[config.mk]
export PLATFORM = sky130hd
export DESIGN_NAME = pixel_upscale_6x_blitter
export DESIGN_NICKNAME = d
export VERILOG_FILES = /design/src/hdl/pu6b_pkg.sv /design/src/hdl/pu6b_cfg.sv /design/src/hdl/pu6b_prep.sv /design/src/hdl/pu6b_emit.sv /design/src/hdl/pixel_upscale_6x_blitter.sv
export VERILOG_INCLUDE_DIRS = /design/src /design/src/hdl
export SDC_FILE = /design/constraint.sdc
export NUM_CORES = 1
export LEC_CHECK = 0
export ABC_AREA = 1
export BUFFER_PORTS_ARGS = -buffer_cell sky130_fd_sc_hd__buf_2
export CAP_MARGIN = 20
export CORE_ASPECT_RATIO = 0.75
export CORE_UTILIZATION = 25
export DETAILED_ROUTE_END_ITERATION = 8
export PLACE_DENSITY = 0.44
export SETUP_SLACK_MARGIN = 0.1
export SYNTH_ARGS = -nofsm -noshare
export SYNTH_HDL_FRONTEND = slang
export SYNTH_SLANG_ARGS = --single-unit
export TNS_END_PERCENT = 50
[constraint.sdc]
create_clock -name clk -period 6.1 [get_ports clk]
set_input_delay 0.61 -clock clk [delete_from_list [all_inputs] [get_ports clk]]
set_output_delay 0.61 -clock clk [all_outputs]
set_load 0.05 [all_outputs]
[src/hdl/assert_macros.svh]
// Assertion macros shared by the blitter modules.
// Each use names a label, a property body and a message; clocked on clk.
`ifndef ASSERT_MACROS_SVH
`define ASSERT_MACROS_SVH

// Checked outside reset only.
`define ASSERT_RUN(label, prop, msg) \
  label: assert property (@(posedge clk) disable iff (rst) prop) else $error(msg);

// Checked on every edge, reset included.
`define ASSERT_ALWAYS(label, prop, msg) \
  label: assert property (@(posedge clk) prop) else $error(msg);

`endif

[src/hdl/pu6b_pkg.sv]
// Shared constants, types and functions of the 6x upscale blitter.
// No dependencies; used by every module in hdl.
`timescale 1ns / 1ps

package pu6b_pkg;

  localparam int SRC_WIDTH  = 96;
  localparam int SRC_HEIGHT = 64;
  localparam int SCALE      = 6;

  localparam int LEVEL_W   = 17;
  localparam int FRAC_W    = 16;
  localparam int BYTE_W    = 8;
  localparam int COLOR_W   = 3 * BYTE_W;
  localparam int ADDR_W    = 22;
  localparam int REG_W     = 12;
  localparam int CFG_IDX_W = 8;

  localparam int COL_W = (SRC_WIDTH > 1) ? $clog2(SRC_WIDTH) : 1;
  localparam int ROW_W = (SRC_HEIGHT > 1) ? $clog2(SRC_HEIGHT) : 1;
  localparam int SCL_W = $clog2(SCALE);
  localparam int OFS_W = REG_W + 1;
  localparam int PROD_W = 2 * OFS_W;
  localparam int QUOT_W = LEVEL_W + BYTE_W - FRAC_W;

  localparam int IMG_W = SRC_WIDTH * SCALE;
  localparam int IMG_H = SRC_HEIGHT * SCALE;

  localparam int S_TDATA_W = ((3 * LEVEL_W + 7) / 8) * 8;
  localparam int M_TDATA_W = ((ADDR_W + COLOR_W + 7) / 8) * 8;

  localparam logic [COL_W-1:0] COL_LAST = COL_W'(SRC_WIDTH - 1);
  localparam logic [ROW_W-1:0] ROW_LAST = ROW_W'(SRC_HEIGHT - 1);
  localparam logic [SCL_W-1:0] SCL_LAST = SCL_W'(SCALE - 1);

  localparam logic [CFG_IDX_W-1:0] REG_FB_WIDTH  = CFG_IDX_W'(0);
  localparam logic [CFG_IDX_W-1:0] REG_FB_HEIGHT = CFG_IDX_W'(1);

  localparam logic [REG_W-1:0] FB_WIDTH_RST  = REG_W'(656);
  localparam logic [REG_W-1:0] FB_HEIGHT_RST = REG_W'(512);
  localparam logic [REG_W-1:0] IMG_W_R       = REG_W'(IMG_W);
  localparam logic [REG_W-1:0] IMG_H_R       = REG_W'(IMG_H);

  typedef struct packed {
    logic [REG_W-1:0] fb_width;
    logic [REG_W-1:0] top;
    logic [REG_W-1:0] left;
  } cfg_t;

  typedef struct packed {
    logic [COLOR_W-1:0] color;
    logic [ADDR_W-1:0]  row_prod;
    logic [OFS_W-1:0]   col_ofs;
    logic               frame_last;
  } prep_t;

  // (level * 255) >> 16, saturated to a byte
  function automatic logic [BYTE_W-1:0] to_byte(input logic [LEVEL_W-1:0] lv);
    logic [LEVEL_W+BYTE_W-1:0] p;
    logic [QUOT_W-1:0]         q;
    p = {lv, {BYTE_W{1'b0}}} - {{BYTE_W{1'b0}}, lv};
    q = p[LEVEL_W+BYTE_W-1:FRAC_W];
    return (|q[QUOT_W-1:BYTE_W]) ? {BYTE_W{1'b1}} : q[BYTE_W-1:0];
  endfunction

  // centering margin, zero when the image does not fit
  function automatic logic [REG_W-1:0] margin(input logic [REG_W-1:0] size,
                                              input logic [REG_W-1:0] used);
    logic [REG_W-1:0] diff;
    diff = size - used;
    return (size > used) ? (diff >> 1) : '0;
  endfunction

endpackage

[src/hdl/pu6b_cfg.sv]
// Configuration registers: framebuffer width and the derived centering margins.
// Depends on pu6b_pkg.
`timescale 1ns / 1ps

module pu6b_cfg (
  input  logic                            clk,
  input  logic                            rst,
  input  logic                            cfg_valid,
  input  logic [pu6b_pkg::CFG_IDX_W-1:0]  cfg_index,
  input  logic [pu6b_pkg::REG_W-1:0]      cfg_data,
  output pu6b_pkg::cfg_t                  cfg
);

  pu6b_pkg::cfg_t regs;

  always_ff @(posedge clk) begin
    if (rst) begin
      regs.fb_width <= pu6b_pkg::FB_WIDTH_RST;
      regs.left     <= pu6b_pkg::margin(pu6b_pkg::FB_WIDTH_RST, pu6b_pkg::IMG_W_R);
      regs.top      <= pu6b_pkg::margin(pu6b_pkg::FB_HEIGHT_RST, pu6b_pkg::IMG_H_R);
    end else if (cfg_valid) begin
      if (cfg_index == pu6b_pkg::REG_FB_WIDTH) begin
        regs.fb_width <= cfg_data;
        regs.left     <= pu6b_pkg::margin(cfg_data, pu6b_pkg::IMG_W_R);
      end else if (cfg_index == pu6b_pkg::REG_FB_HEIGHT) begin
        regs.top <= pu6b_pkg::margin(cfg_data, pu6b_pkg::IMG_H_R);
      end
    end
  end

  assign cfg = regs;

endmodule

[src/hdl/pu6b_prep.sv]
// Input register, source position counters, color conversion and block base
// address multiply, ending in a one-entry result register. Depends on pu6b_pkg.
`timescale 1ns / 1ps

`include "assert_macros.svh"

module pu6b_prep (
  input  logic                          clk,
  input  logic                          rst,
  input  pu6b_pkg::cfg_t                cfg,
  input  logic                          in_valid,
  output logic                          in_ready,
  input  logic [pu6b_pkg::LEVEL_W-1:0]  red_level,
  input  logic [pu6b_pkg::LEVEL_W-1:0]  green_level,
  input  logic [pu6b_pkg::LEVEL_W-1:0]  blue_level,
  output logic                          out_valid,
  input  logic                          out_ready,
  output pu6b_pkg::prep_t               out_item
);

  localparam logic [pu6b_pkg::OFS_W-1:0] SCALE_O = pu6b_pkg::OFS_W'(pu6b_pkg::SCALE);

  logic [pu6b_pkg::COL_W-1:0]   src_col;
  logic [pu6b_pkg::ROW_W-1:0]   src_row;
  logic                         a_valid;
  logic [pu6b_pkg::LEVEL_W-1:0] a_red;
  logic [pu6b_pkg::LEVEL_W-1:0] a_green;
  logic [pu6b_pkg::LEVEL_W-1:0] a_blue;
  logic [pu6b_pkg::COL_W-1:0]   a_col;
  logic [pu6b_pkg::ROW_W-1:0]   a_row;
  logic                         b_valid;
  pu6b_pkg::prep_t              b_item;
  pu6b_pkg::prep_t              b_item_next;

  logic                         b_ready;
  logic                         accept;
  logic [pu6b_pkg::OFS_W-1:0]   row_sum;
  logic [pu6b_pkg::PROD_W-1:0]  prod;

  assign b_ready  = !b_valid || out_ready;
  assign in_ready = !a_valid || b_ready;
  assign accept   = in_valid && in_ready;

  always_comb begin
    row_sum = pu6b_pkg::OFS_W'(cfg.top) + pu6b_pkg::OFS_W'(a_row) * SCALE_O;
    prod    = pu6b_pkg::PROD_W'(row_sum) * pu6b_pkg::PROD_W'(cfg.fb_width);
    b_item_next.color = {pu6b_pkg::to_byte(a_red), pu6b_pkg::to_byte(a_green),
                         pu6b_pkg::to_byte(a_blue)};
    b_item_next.row_prod   = prod[pu6b_pkg::ADDR_W-1:0];
    b_item_next.col_ofs    = pu6b_pkg::OFS_W'(cfg.left) + pu6b_pkg::OFS_W'(a_col) * SCALE_O;
    b_item_next.frame_last = (a_col == pu6b_pkg::COL_LAST) && (a_row == pu6b_pkg::ROW_LAST);
  end

  always_ff @(posedge clk) begin
    if (rst) begin
      src_col <= '0;
      src_row <= '0;
      a_valid <= 1'b0;
      b_valid <= 1'b0;
    end else begin
      if (in_ready) a_valid <= in_valid;
      if (b_ready) b_valid <= a_valid;
      if (accept) begin
        if (src_col == pu6b_pkg::COL_LAST) begin
          src_col <= '0;
          src_row <= (src_row == pu6b_pkg::ROW_LAST) ? '0 : src_row + 1'b1;
        end else begin
          src_col <= src_col + 1'b1;
        end
      end
    end
  end

  always_ff @(posedge clk) begin
    if (accept) begin
      a_red   <= red_level;
      a_green <= green_level;
      a_blue  <= blue_level;
      a_col   <= src_col;
      a_row   <= src_row;
    end
    if (b_ready && a_valid) b_item <= b_item_next;
  end

  assign out_valid = b_valid;
  assign out_item  = b_item;

  `ASSERT_RUN(a_col_range, src_col <= pu6b_pkg::COL_LAST && src_row <= pu6b_pkg::ROW_LAST, "source position out of range")
  `ASSERT_RUN(a_frame_wrap, accept && src_col == pu6b_pkg::COL_LAST && src_row == pu6b_pkg::ROW_LAST |=> src_col == '0 && src_row == '0, "counters did not wrap at frame end")

endmodule

[src/hdl/pu6b_emit.sv]
// Word sequencer: walks the 6x6 block of one prepared pixel, one word per
// cycle while out_ready is high, from an output register; needs pu6b_pkg.
`timescale 1ns / 1ps

`include "assert_macros.svh"

module pu6b_emit (
  input  logic                          clk,
  input  logic                          rst,
  input  pu6b_pkg::cfg_t                cfg,
  input  logic                          in_valid,
  output logic                          in_ready,
  input  pu6b_pkg::prep_t               in_item,
  output logic                          out_valid,
  input  logic                          out_ready,
  output logic [pu6b_pkg::ADDR_W-1:0]   word_address,
  output logic [pu6b_pkg::COLOR_W-1:0]  packed_color,
  output logic                          pixel_done,
  output logic                          frame_done
);

  logic                         busy;
  logic [pu6b_pkg::SCL_W-1:0]   px;
  logic [pu6b_pkg::SCL_W-1:0]   py;
  logic [pu6b_pkg::ADDR_W-1:0]  addr;
  logic [pu6b_pkg::ADDR_W-1:0]  row_start;
  logic [pu6b_pkg::ADDR_W-1:0]  row_start_next;
  logic [pu6b_pkg::ADDR_W-1:0]  start;
  logic [pu6b_pkg::COLOR_W-1:0] color;
  logic                         frame_last;

  logic last_word;
  logic take;
  logic load;

  assign last_word      = (px == pu6b_pkg::SCL_LAST) && (py == pu6b_pkg::SCL_LAST);
  assign take           = busy && out_ready;
  assign in_ready       = !busy || (out_ready && last_word);
  assign load           = in_valid && in_ready;
  assign start          = in_item.row_prod + pu6b_pkg::ADDR_W'(in_item.col_ofs);
  assign row_start_next = row_start + pu6b_pkg::ADDR_W'(cfg.fb_width);

  always_ff @(posedge clk) begin
    if (rst) begin
      busy <= 1'b0;
      px   <= '0;
      py   <= '0;
    end else if (load) begin
      busy       <= 1'b1;
      px         <= '0;
      py         <= '0;
      addr       <= start;
      row_start  <= start;
      color      <= in_item.color;
      frame_last <= in_item.frame_last;
    end else if (take) begin
      if (last_word) begin
        busy <= 1'b0;
        px   <= '0;
        py   <= '0;
      end else if (px == pu6b_pkg::SCL_LAST) begin
        px        <= '0;
        py        <= py + 1'b1;
        row_start <= row_start_next;
        addr      <= row_start_next;
      end else begin
        px   <= px + 1'b1;
        addr <= addr + 1'b1;
      end
    end
  end

  assign out_valid    = busy;
  assign word_address = addr;
  assign packed_color = color;
  assign pixel_done   = last_word;
  assign frame_done   = last_word && frame_last;

  `ASSERT_RUN(a_idle_rest, !busy |-> px == '0 && py == '0, "block position not at rest while idle")
  `ASSERT_RUN(a_step_addr, take && !last_word && px != pu6b_pkg::SCL_LAST |=> busy && addr == pu6b_pkg::ADDR_W'($past(addr) + 1'b1), "address did not step within a row")
  `ASSERT_RUN(a_frame_pix, busy && frame_done |-> pixel_done, "frame end without pixel end")

endmodule

[src/hdl/pixel_upscale_6x_blitter.sv]
// Top level of the 6x nearest-neighbor upscale blitter.
// Depends on pu6b_pkg, pu6b_cfg, pu6b_prep and pu6b_emit.
`timescale 1ns / 1ps

// Each accepted source pixel yields 36 framebuffer writes (a 6x6 block, row by
// row) at one word per cycle while m_tready stays high; the output word port
// is what sets that rate. A pixel passes the input, result and output
// registers before its first word shows; two more pixels can be held while a
// block is being written, so writes run without gaps between pixels. Source
// column and row are counted internally from reset and wrap at the end of
// each 96x64 frame. The user writes registers over the cfg channel (index 0:
// fb_width, index 1: fb_height) only while idle; the block does not check it.

module pixel_upscale_6x_blitter (
  input  logic                             clk,
  input  logic                             rst,
  input  logic                             cfg_valid,
  output logic                             cfg_ready,
  input  logic [pu6b_pkg::CFG_IDX_W-1:0]   cfg_index,
  input  logic [pu6b_pkg::REG_W-1:0]       cfg_data,
  input  logic                             s_tvalid,
  output logic                             s_tready,
  // red_level [16:0], green_level [33:17], blue_level [50:34], zero pad
  input  logic [pu6b_pkg::S_TDATA_W-1:0]   s_tdata,
  output logic                             m_tvalid,
  input  logic                             m_tready,
  // word_address [21:0], packed_color [45:22], zero pad
  output logic [pu6b_pkg::M_TDATA_W-1:0]   m_tdata,
  output logic                             m_tlast,
  // frame_done [0]
  output logic                             m_tuser
);

  pu6b_pkg::cfg_t               cfg;
  pu6b_pkg::prep_t              item;
  logic                         item_valid;
  logic                         item_ready;
  logic [pu6b_pkg::ADDR_W-1:0]  word_address;
  logic [pu6b_pkg::COLOR_W-1:0] packed_color;

  assign cfg_ready = 1'b1;

  pu6b_cfg u_cfg (
    .clk       (clk),
    .rst       (rst),
    .cfg_valid (cfg_valid),
    .cfg_index (cfg_index),
    .cfg_data  (cfg_data),
    .cfg       (cfg)
  );

  pu6b_prep u_prep (
    .clk         (clk),
    .rst         (rst),
    .cfg         (cfg),
    .in_valid    (s_tvalid),
    .in_ready    (s_tready),
    .red_level   (s_tdata[pu6b_pkg::LEVEL_W-1:0]),
    .green_level (s_tdata[2*pu6b_pkg::LEVEL_W-1:pu6b_pkg::LEVEL_W]),
    .blue_level  (s_tdata[3*pu6b_pkg::LEVEL_W-1:2*pu6b_pkg::LEVEL_W]),
    .out_valid   (item_valid),
    .out_ready   (item_ready),
    .out_item    (item)
  );

  pu6b_emit u_emit (
    .clk          (clk),
    .rst          (rst),
    .cfg          (cfg),
    .in_valid     (item_valid),
    .in_ready     (item_ready),
    .in_item      (item),
    .out_valid    (m_tvalid),
    .out_ready    (m_tready),
    .word_address (word_address),
    .packed_color (packed_color),
    .pixel_done   (m_tlast),
    .frame_done   (m_tuser)
  );

  assign m_tdata = pu6b_pkg::M_TDATA_W'({packed_color, word_address});

endmodule

==> qor.yml <==
status:
  status: "finished, violations left"
  violations: "setup timing"
die:
  fp.dieW_um: 318.6
  row_count: 86
  num_io_pins: 134
  dieHeight_um: 239.5
  fp.dieArea_um2: 76300
  initial_core_util: 0.2543
  core-area_um2: 73920
logic_synthesis:
  synth.area.top_cells: "edfxtp_1 31%, fa_1 11%, nand2_1 10%"
  ys_warn_count: 0
  yosys-top-cells-count: "502 x nand2_1, 361 x inv_1, 192 x edfxtp_1, 161 x nor2_1, 147 x ha_1"
  synthFlopType: "edfxtp_1"
  seq_area_frac_synth: 0.3664
  async_flop_share: 0
  postSynthAreaPerCell_um2: 8.452
  synth_edf_count: 192
  synth_top_area_cell: "edfxtp_1"
  syn_area_um2: 18800
  yosysMostFrequentCell: "nand2_1"
  syn-instance-count: 2224
  synth_seq_cells: 248
  synth_top_area_frac: 0.3067
  synthDistinctLibCells: 49
sta:
  max_freq_mhz: 153.7
  finalCritPeriodShare: 1.066
  rsz0062_at_grt: "true"
  finalSetupViolCount: 11
  hold_viol_final: 0
  worst_pin_slew_ps: 1028
  max-slew-margin-rel: 0.3140
  slew_viol_final: 0
  fin_crit_ps: 6505
  setup_slack_ps: -404.9
  clock_skew_ps: 16.11
  tns_ps: -3347
  timing.hold.ws_ps: 195.8
clocking:
  numCtsBuffers: 29
  cts_hold_buf: 0
  cts_max_level: 1
  clk_path_buf_depth: 3
  cts_tree: "built"
  clkSlewWorstSetupHoldPaths_ps: 60
  insertion_delay_ps: 590
  ctsRootBufferMaster: "clkbuf_16"
  cts_sinks: 248
route:
  wl_per_cell_um: 15.34
  ant_nets: 0
  drt_iter0_markers: 871
  drc: 0
  wl_mm: 52.96
  detail_route.vias_per_cell: 4.487
  dr.pass1.iters: 5
  vias: 15489
worst_setup_path:
  r2r_cells: 26
  r2r_slack_ps: -400
  critPathRequiredTime_ps: 6430
  endpoint_kind: "register"
  crit_buf_inv: 6
  cp-startpoint: "u_prep.a_row[2]"
  start_kind: "register"
  arrival_ps: 6840
  cpMostUsedCell: "fa_1"
  endpoint: "u_prep.out_item[33]"
  worst-setup-path-type: "reg2reg"
  cp.depth: 26
  r2r-end: "u_prep.out_item[33]"
  critPathMaxStageDelay_ps: 540
  path_delay_family: "adder cells"
  r2r_start: "u_prep.a_row[2]"
  critPathMaxFanout: 5
  crit_slowest_cell: "fa_1"
pwr:
  pwr_density_cell_nw_per_um2: 224.4
  p_leak_uw: 0.01054
  fin_total_pwr_uw: 5121
  peakVddDrop_uv: 205.4
global_route:
  globalRoute.totalOverflow: 0
  grt.met1_usage: 0.1987
  grt_usage: 0.1384
  antenna_found_initial: 0
  grt_most_used_layer: "met2"
  use_met2: 0.2208
  grt_pass1_vias: 15642
  grt_max_degree: 52
  grt_pass1_wl_mm: 84.61
  met3_usage: 0.01902
placement:
  place_congestion: 0.8873
  hpwlAfterDp_mm: 42.14
  port_buffers: 125
  place_ws_ps: -558.6
cells_and_area:
  n_antenna_cell: 0
  layout.nets: 2794
  area_delta_synth_final_pct: 21.41
  drive_gt1_frac: 0.1634
hold_path:
  hold_path_class: "in2reg"
job:
  cap_viol_max_count: 0
per-layer routing:
metal / vias to the layer above / wire length [um]
met5: - / 0
met3: 63 / 1958
met4: 0 / 1021
met1: 7384 / 26790
met2: 251 / 23190
li1: 7791 / -
flip-flops by register name (all words and copies together), names as in the netlist:
register	count
u_emit.packed_color	24
u_emit.py	3
u_prep.out_item	59
u_cfg.cfg	34
u_prep.out_valid	1
u_prep.a_row	6
u_prep.a_blue	17
u_prep.a_valid	1
u_emit.out_valid	1
u_emit.word_address	22
u_prep.src_row	6
u_prep.a_col	7
u_prep.a_green	17
u_emit.row_start	22
u_prep.a_red	17
u_emit.px	3
u_emit.frame_last	1
u_prep.src_col	7
area by class of cell:
| type | count | area, um^2 |
|---|---|---|
| repair buffers | 244 | 1534 |
| fillers | 7779 | 51100 |
| flip-flops and latches | 248 | 6887 |
| multi-input cells | 1572 | 10860 |
| well taps | 968 | 1211 |
| inverters | 366 | 1376 |
| clock buffers | 42 | 845.8 |
| clock inverters | 12 | 102.6 |
power by group:
part | internal (uW) | total (uW) | switching [uW]
clock | 1010 | 1760 | 755
sequential | 1930 | 1990 | 63.0
combinational | 589 | 1370 | 781
worst min path at each step:
stage / start / end / slack [ps] / cells after the start
6_report: s_tdata[14] / u_prep.a_red[14] / 200 / 1
5_1_grt: s_tdata[38] / u_prep.a_blue[4] / 160 / 1
4_1_cts: s_tdata[38] / u_prep.a_blue[4] / 150 / 1
3_5_place_dp: u_prep.out_item[36] / u_emit.packed_color[0] / 410 / 0
3_3_place_gp: u_prep.out_item[38] / u_emit.packed_color[2] / 400 / 0
2_1_floorplan: u_prep.out_item[0] / u_emit.frame_last / 400 / 0
repair_timing:
action,CTS,global route
setup buffers,3,2
pin swaps,21,12
endpoints found under the setup margin,13,15
resized for setup,21,38
layout by cell type (no fill, tap or decap), drive strengths merged, types with 2 or more instances in the layout:
cell	count
clkinv	10
a21boi	3
o21ai	97
xor2	64
a31oi	4
edfxtp	192
nand2	507
nor4	17
o31ai	2
dfxtp	56
fa	105
nand4	41
nand3b	10
o21bai	5
nor3	33
buf	244
and2	2
a21o	14
xnor2	28
clkbuf	42
nand2b	3
nor2	168
conb	3
and3	2
nand3	147
a211oi	3
inv	367
a21oi	134
a31o	2
ha	147
o211ai	9
nor3b	4
or2	10
o21a	3
cells by family after synthesis:
kind of cell / Yosys count / synth area share
simple gates: 944 / 0.2167
buf+inv: 405 / 0.08227
compound gates: 280 / 0.08114
fa+ha+maj: 252 / 0.2097
flops: 248 / 0.3664
xor+xnor: 92 / 0.04287
other cells: 2 / 0.0003995
mux: 1 / 0.0005325
stage by stage:
| stage | instance area [um^2] | std cells | utilization |
|---|---|---|---|
| 6_report | 22820 | 3452 | 0.3087 |
| 5_1_grt | 22820 | 3452 | 0.3087 |
| 4_1_cts | 22600 | 3450 | 0.3058 |
| 3_5_place_dp | 21560 | 3393 | 0.2916 |
| 3_3_place_gp | 21550 | 3392 | 0.2915 |
| 2_1_floorplan | 19020 | 2225 | - |
Note: power is estimated with default switching activity, not from simulation.
